==> src/rtl/pcfc_pkg.sv <==
// shared types, constants and the cordic angle table for the fov crop block
// no dependencies
`default_nettype none

package pcfc_pkg;

  localparam int CORDIC_STAGES_DEF = 16;
  localparam int ANGLE_BITS_DEF    = 16;

  localparam logic KIND_POSE  = 1'b0;
  localparam logic KIND_POINT = 1'b1;

  localparam int CFG_IDX_W = 3;
  localparam int CFG_DATA_W = 31;
  localparam logic [CFG_IDX_W-1:0] REG_HALF_FOV_H = 3'd0;
  localparam logic [CFG_IDX_W-1:0] REG_FOV_UP     = 3'd1;
  localparam logic [CFG_IDX_W-1:0] REG_FOV_DOWN   = 3'd2;
  localparam logic [CFG_IDX_W-1:0] REG_MIN_RANGE  = 3'd3;
  localparam logic [CFG_IDX_W-1:0] REG_MAX_RANGE  = 3'd4;
  localparam logic [CFG_IDX_W-1:0] REG_YAW_OFFSET = 3'd5;

  localparam logic [15:0] HALF_FOV_H_RST = 16'd10923;
  localparam logic signed [15:0] FOV_UP_RST   = 16'sd3186;
  localparam logic signed [15:0] FOV_DOWN_RST = -16'sd3186;
  localparam logic [30:0] MIN_RANGE_RST = 31'd0;
  localparam logic [30:0] MAX_RANGE_RST = 31'd1966080;
  localparam logic signed [15:0] YAW_OFFSET_RST = 16'sd0;

  localparam logic signed [15:0] ROT_ONE = 16'sd16384;
  localparam logic [19:0] INV_GAIN_Q20 = 20'd636750;

  localparam int QDEPTH = 4;

  typedef struct packed {
    logic [15:0]        half_fov_h;
    logic signed [15:0] fov_up;
    logic signed [15:0] elev_lo;
    logic [30:0]        range_lo;
    logic [30:0]        range_hi;
    logic signed [15:0] az_center;
  } cfg_t;

  typedef struct packed {
    logic               kind;
    logic signed [31:0] pos_x;
    logic signed [31:0] pos_y;
    logic signed [31:0] pos_z;
    logic               finite;
    logic               last;
    logic [9*16-1:0]    rot;
  } item_t;

  function automatic logic [31:0] atan_step(input int idx, input int ab);
    logic [31:0] e;
    logic [32:0] t;
    case (idx)
      0:  e = 32'd536870912;
      1:  e = 32'd316933406;
      2:  e = 32'd167458907;
      3:  e = 32'd85004756;
      4:  e = 32'd42667331;
      5:  e = 32'd21354465;
      6:  e = 32'd10679838;
      7:  e = 32'd5340245;
      8:  e = 32'd2670163;
      9:  e = 32'd1335087;
      10: e = 32'd667544;
      11: e = 32'd333772;
      12: e = 32'd166886;
      13: e = 32'd83443;
      14: e = 32'd41722;
      15: e = 32'd20861;
      16: e = 32'd10430;
      17: e = 32'd5215;
      18: e = 32'd2608;
      19: e = 32'd1304;
      20: e = 32'd652;
      21: e = 32'd326;
      22: e = 32'd163;
      23: e = 32'd81;
      default: e = 32'd0;
    endcase
    t = {1'b0, e} + (33'd1 << (31 - ab));
    return 32'(t >> (32 - ab));
  endfunction

endpackage

`default_nettype wire

==> src/rtl/pcfc_queue.sv <==
// short item queue between the front and back ends
// depends on pcfc_pkg for the item type and depth
`default_nettype none

module pcfc_queue
  import pcfc_pkg::*;
(
  input  wire logic clk,
  input  wire logic rst_n,
  input  wire logic push,
  input  item_t     push_item,
  input  wire logic pop,
  output item_t     pop_item,
  output logic      full,
  output logic      empty
);

  localparam int AW = $clog2(QDEPTH);
  localparam int CW = $clog2(QDEPTH + 1);

  item_t         mem_r [QDEPTH];
  logic [AW-1:0] wr_r;
  logic [AW-1:0] rd_r;
  logic [CW-1:0] cnt_r;

  assign full     = (cnt_r == CW'(QDEPTH));
  assign empty    = (cnt_r == '0);
  assign pop_item = mem_r[rd_r];

  always_ff @(posedge clk) begin
    if (!rst_n) begin
      wr_r  <= '0;
      rd_r  <= '0;
      cnt_r <= '0;
    end else begin
      if (push) begin
        wr_r <= (wr_r == AW'(QDEPTH - 1)) ? '0 : wr_r + 1'b1;
      end
      if (pop) begin
        rd_r <= (rd_r == AW'(QDEPTH - 1)) ? '0 : rd_r + 1'b1;
      end
      if (push && !pop) begin
        cnt_r <= cnt_r + 1'b1;
      end else if (pop && !push) begin
        cnt_r <= cnt_r - 1'b1;
      end
    end
  end

  always_ff @(posedge clk) begin
    if (push) begin
      mem_r[wr_r] <= push_item;
    end
  end

endmodule

`default_nettype wire

==> config.mk <==
export PLATFORM = sky130hd
export DESIGN_NAME = pcfc_queue
export DESIGN_NICKNAME = d
export VERILOG_FILES = /design/src/rtl/pcfc_pkg.sv /design/src/rtl/pcfc_queue.sv
export SDC_FILE = /design/constraint.sdc
export NUM_CORES = 1
export LEC_CHECK = 0
export BUFFER_PORTS_ARGS = -buffer_cell sky130_fd_sc_hd__buf_2
export CORE_ASPECT_RATIO = 0.7
export CORE_MARGIN = 2
export CORE_UTILIZATION = 61
export DETAILED_ROUTE_END_ITERATION = 7
export PLACE_DENSITY_LB_ADDON = 0.15
export SLEW_MARGIN = 20
export SYNTH_ARGS = -nofsm -noshare
export SYNTH_HDL_FRONTEND = slang
export SYNTH_SLANG_ARGS = --single-unit
==> constraint.sdc <==
create_clock -name clk -period 22.6 [get_ports clk]
set_input_delay 3.39 -clock clk [delete_from_list [all_inputs] [get_ports clk]]
set_output_delay 3.39 -clock clk [all_outputs]
set_load 0.02 [all_outputs]
[After elaboration in Yosys (flattened, before gate mapping)]
Memories as Yosys holds them, arrays and structs flattened. A register that Yosys moved wholly into a read port is not among the register bits.
Cells that the tools add are included.
Cells by class
  add/subtract/negate cells: 4
  equality and inequality tests: 3
  multiplexer cells: 8
  reduce and logical (&&, ||, !) cells: 6
Operators by type and width (count)
  2-bit 2-to-1 mux: 4
  3-bit 2-to-1 mux: 2
  2-bit by 1-bit adder with 2-bit output (second input constant): 2
  2-bit == test (second input constant): 2
  3-bit by 1-bit adder with 3-bit output (second input constant): 1
  3-bit == test (second input constant): 1
  3-bit zero test: 1
  3-bit by 1-bit subtractor with 3-bit output (second input constant): 1
  1-bit logical AND: 2
  1-bit zero test: 2
  1-bit 2-to-1 mux: 2
  2-bit nonzero test: 1
Word-level totals
  register bits: 7
  memory bits (writable): 972
  bits of input ports: 247
  output and inout port bits: 245
  memories kept: 1
Memory list
  mem_r: depth 4, bits a word 243, read ports 1, clocked after memory_dff 1, write ports 1, line pcfc_queue.sv:21  | item_t mem_r [QDEPTH];

[Longest topological paths before layout]
  depth in word-level cells: 4
  depth in mapped cells: 7
  gate-level depth less buffers: 7

[Least setup slack after synthesis]
OpenSTA, ideal clock, no wires.
  path kind: input to register
  start: input push
  end: memory mem_r[0][0] in the netlist's numbering, enable pin
  library setup time: 0.633 ns
  arrival: 8.886 ns
  setup slack: 13.081 ns
  stages on the path: 1
  buffers on the path: 0
  path through: and2_1
Between the ends
  cells in the longest elaborated chain, start to end: 2
Ends and longest elaborated chain
  start, declared: line pcfc_queue.sv:10  | input wire logic push,
  1-bit 2-to-1 mux: line pcfc_queue.sv:51  | if (push) begin
  1-bit 2-to-1 mux (not written as such): line pcfc_queue.sv:52  | mem_r[wr_r] <= push_item;
  end, declared: line pcfc_queue.sv:21
Every way passes these cells.

==> results.py <==
metrics = {
    "synth": {
        "syn_nets": 1567,
        "yosysWarnings": 0,
        "ys_seq_elements": 981,
        "syn-instance-count": 1313,
        "syn_avg_cell_area_sq_um": 27.04,
        "ys_seq_area_share_pct": 82.73,
        "ys_types": 21,
        "syn_area_sq_um": 35500,
    },
    "min_path": {
        "hold_path_class": "flop to flop",
    },
    "sta": {
        "fin_crit_ps": 7415,
        "finalHoldViolations": 0,
        "final-setup-viol-count": 0,
        "clock_skew_ps": 25.09,
        "fin_tns_setup_ps": 0,
        "fin_crit_sh_pct": 32.81,
        "max_slew.worst_pin.slew_ps": 1074,
        "slew_headroom_pct": 28.41,
        "clock.fmax_mhz": 134.9,
        "slew_violations": 0,
        "rsz0062_at_grt": "false",
    },
    "global_route": {
        "grt_pass1_vias": 16460,
        "overflow": 0,
        "grt_pass1_wl_um": 101400,
        "grt_usage_pct": 23.15,
        "grt_util_met3_pct": 7.550,
        "gr-usage-met2_pct": 37.38,
        "top_usage_layer": "met2",
        "grt_antenna_before_repair": 27,
        "grt_max_degree": 69,
        "use_met1_pct": 30.78,
    },
    "clock_tree": {
        "ctsHoldBuffers": 0,
        "cts_made_buffers": 85,
        "clk_latency_ps": 630,
        "htreeDepth": 3,
        "cts_tree": "yes",
        "cts_num_sinks": 981,
        "cts.clk_slew.worst_paths_ps": 60,
        "clockRootBuffer": "clkbuf_16",
        "cts.path.max_buffers": 3,
        "post_cts_resized": 0,
        "post-cts-setup-buffers": 0,
    },
    "setup_path": {
        "path_max_fanout": 68,
        "worstPathCellList": "buf_4 -> buf_4 -> mux4_2 -> buf_2",
        "r2r-end": "mem_r[0][181]$_DFFE_PP_",
        "startpoint_type": "flop",
        "reg2reg_depth": 5,
        "critPathMaxStageDelay_ps": 930,
        "ff2ff_setup_slack_ps": 18900,
        "crit_required_ps": 19210,
        "critPathArrivalTime_ps": 4030,
        "crit_type": "flop to output pin",
        "worstSetupEndpoint": "pop_item[199]",
        "crit_path_end_kind": "output pin",
        "cp_slowest_cell": "buf_4",
        "reg2reg_from": "wr_r[0]$_SDFFE_PN0P_",
        "crit_top_cell": "buf_4",
    },
    "die": {
        "die_y_um": 205.8,
        "die_w_um": 292.3,
        "start_util_pct": 62.08,
        "placementRows": 73,
        "die_area_sq_um": 60170,
        "ioPinCount": 492,
        "coreArea_sq_um": 57180,
    },
    "drt": {
        "drt_pre_antenna_iters": 5,
        "routedWlPerCell_um": 25.65,
        "dr_total_vias": 15940,
        "wl_um": 69080,
        "drcViolationCount": 0,
        "drt_iter0_drc": 1131,
        "viasPerCell": 5.918,
        "ant_nets": 0,
    },
    "placement": {
        "gp_congestion": 0.7460,
        "port_buffers": 491,
        "post-dp-hpwl_um": 41670,
        "postPlaceCellArea_sq_um": 38680,
    },
    "power": {
        "static-leakage-power_nw": 13.82,
        "powerDensity_nw_per_um2": 94.04,
        "peakVddDrop_mv": 0.06905,
    },
    "layout": {
        "final_cell_area_sq_um": 41440,
        "drive_above_1_share_pct": 45.56,
        "layout.nets": 2111,
        "fin_util_pct": 72.48,
        "area_delta_synth_final_pct": 16.74,
    },
    "run_status": {
        "status": "complete, no violations",
    },
    "flow_run": {
        "max_cap_viol_count": 0,
    },
}
state kept, by name, summed over array words and instances, names as in the netlist, named ones only:
name,flops
wr_r,2
mem_r,972
cnt_r,3
rd_r,2
layout make-up:
class | count | area, sq um
repair buffers | 511 | 2608
clock buffers | 101 | 2208
fillers | 3265 | 15740
inverters | 4 | 15.01
diodes | 16 | 40.04
well taps | 750 | 938.4
flip-flops and latches | 981 | 29380
multi-input cells | 274 | 5746
clock inverters | 56 | 509.2
cells in the mapped netlist:
cell      number  area, sq um
a21boi_0       1        7.510
and2_1         5        31.28
buf_2         27        135.1
buf_6         19        214.0
clkbuf_1       8        30.03
dfxtp_1        9        180.2
edfxtp_1     972        29190
fa_1           1        20.02
ha_1           6        75.07
inv_1          4        15.01
mux2i_1        4        40.04
mux4_2       243         5473
nor2_1         1        3.750
nor2b_1        5        31.28
nor3_1         2        10.01
nor3b_1        1        7.510
o21a_1         1        7.510
o21ai_0        1        5.000
or3_1          1        6.260
xnor2_1        1        8.760
xor2_1         1        8.760
placed cells by master, fill, tap and decap left out, types with 3 or more instances in the layout:
master,n
buf_4,20
clkinv_2,13
bufinv_16,7
inv_1,4
diode_2,16
buf_2,491
clkbuf_1,15
and2_4,4
mux4_2,243
edfxtp_1,972
dfxtp_1,7
clkinv_1,24
mux2i_1,4
nor2b_1,5
ha_1,6
clkinv_8,3
clkinvlp_4,5
clkbuf_16,86
layer usage:
| metal | vias to the layer above | routed length, um |
|---|---|---|
| met5 | - | 189 |
| met4 | 28 | 1460 |
| met3 | 126 | 5680 |
| met2 | 478 | 35180 |
| met1 | 8471 | 26560 |
| li1 | 6834 | - |
how the worst min path moves through the flow:
stage | depth (start not counted) | endpoint | startpoint | slack [ps]
floorplan | 2 | cnt_r[2]$_SDFFE_PN0P_ | cnt_r[2]$_SDFFE_PN0P_ | 470
global placement | 2 | cnt_r[2]$_SDFFE_PN0P_ | cnt_r[2]$_SDFFE_PN0P_ | 490
detailed placement | 2 | cnt_r[2]$_SDFFE_PN0P_ | cnt_r[2]$_SDFFE_PN0P_ | 510
CTS | 2 | cnt_r[2]$_SDFFE_PN0P_ | cnt_r[2]$_SDFFE_PN0P_ | 520
global route | 2 | cnt_r[2]$_SDFFE_PN0P_ | cnt_r[2]$_SDFFE_PN0P_ | 580
finish | 2 | cnt_r[2]$_SDFFE_PN0P_ | cnt_r[2]$_SDFFE_PN0P_ | 520
where the power goes:
part	total (mW)	switching, mW	leakage [nW]	internal (mW)
sequential	2.11	0.0229	9.00	2.09
clock	1.42	0.632	1.31	0.785
combinational	0.370	0.227	3.50	0.143
total	3.90	0.883	13.8	3.01
kinds of logic (layout without fill, tap and decap cells):
kind of cell | after synthesis | in the layout | share of synthesized area (%)
compound gates | 3 | 3 | 0.05640
xor+xnor | 2 | 2 | 0.04936
fa+ha+maj | 7 | 7 | 0.2679
buf+inv | 58 | 672 | 1.110
flops | 981 | 981 | 82.73
mux | 247 | 247 | 15.53
other cells | 0 | 16 | 0
simple gates | 15 | 15 | 0.2538
metrics by stage:
step                      power [mW]  cells  worst slack, ps  hold WS [ps]
after global routing           4.019   2684            14930         582.1
after CTS                      3.932   2677            15120         520.3
final                          3.897   2693            15180         521.3
after floorplan                2.394   1313            13080         472.4
after detailed placement       2.524   2520            15810         508.9
after global placement         2.513   2520            15810         492.0
worst max-delay path, delay by kind of cell (launching register included):
kind	cells	cell delay, ps
muxes	1	450
DFF	1	880
buffers and inverters	3	1900
No activity file was read; power rests on OpenSTA's default activity.
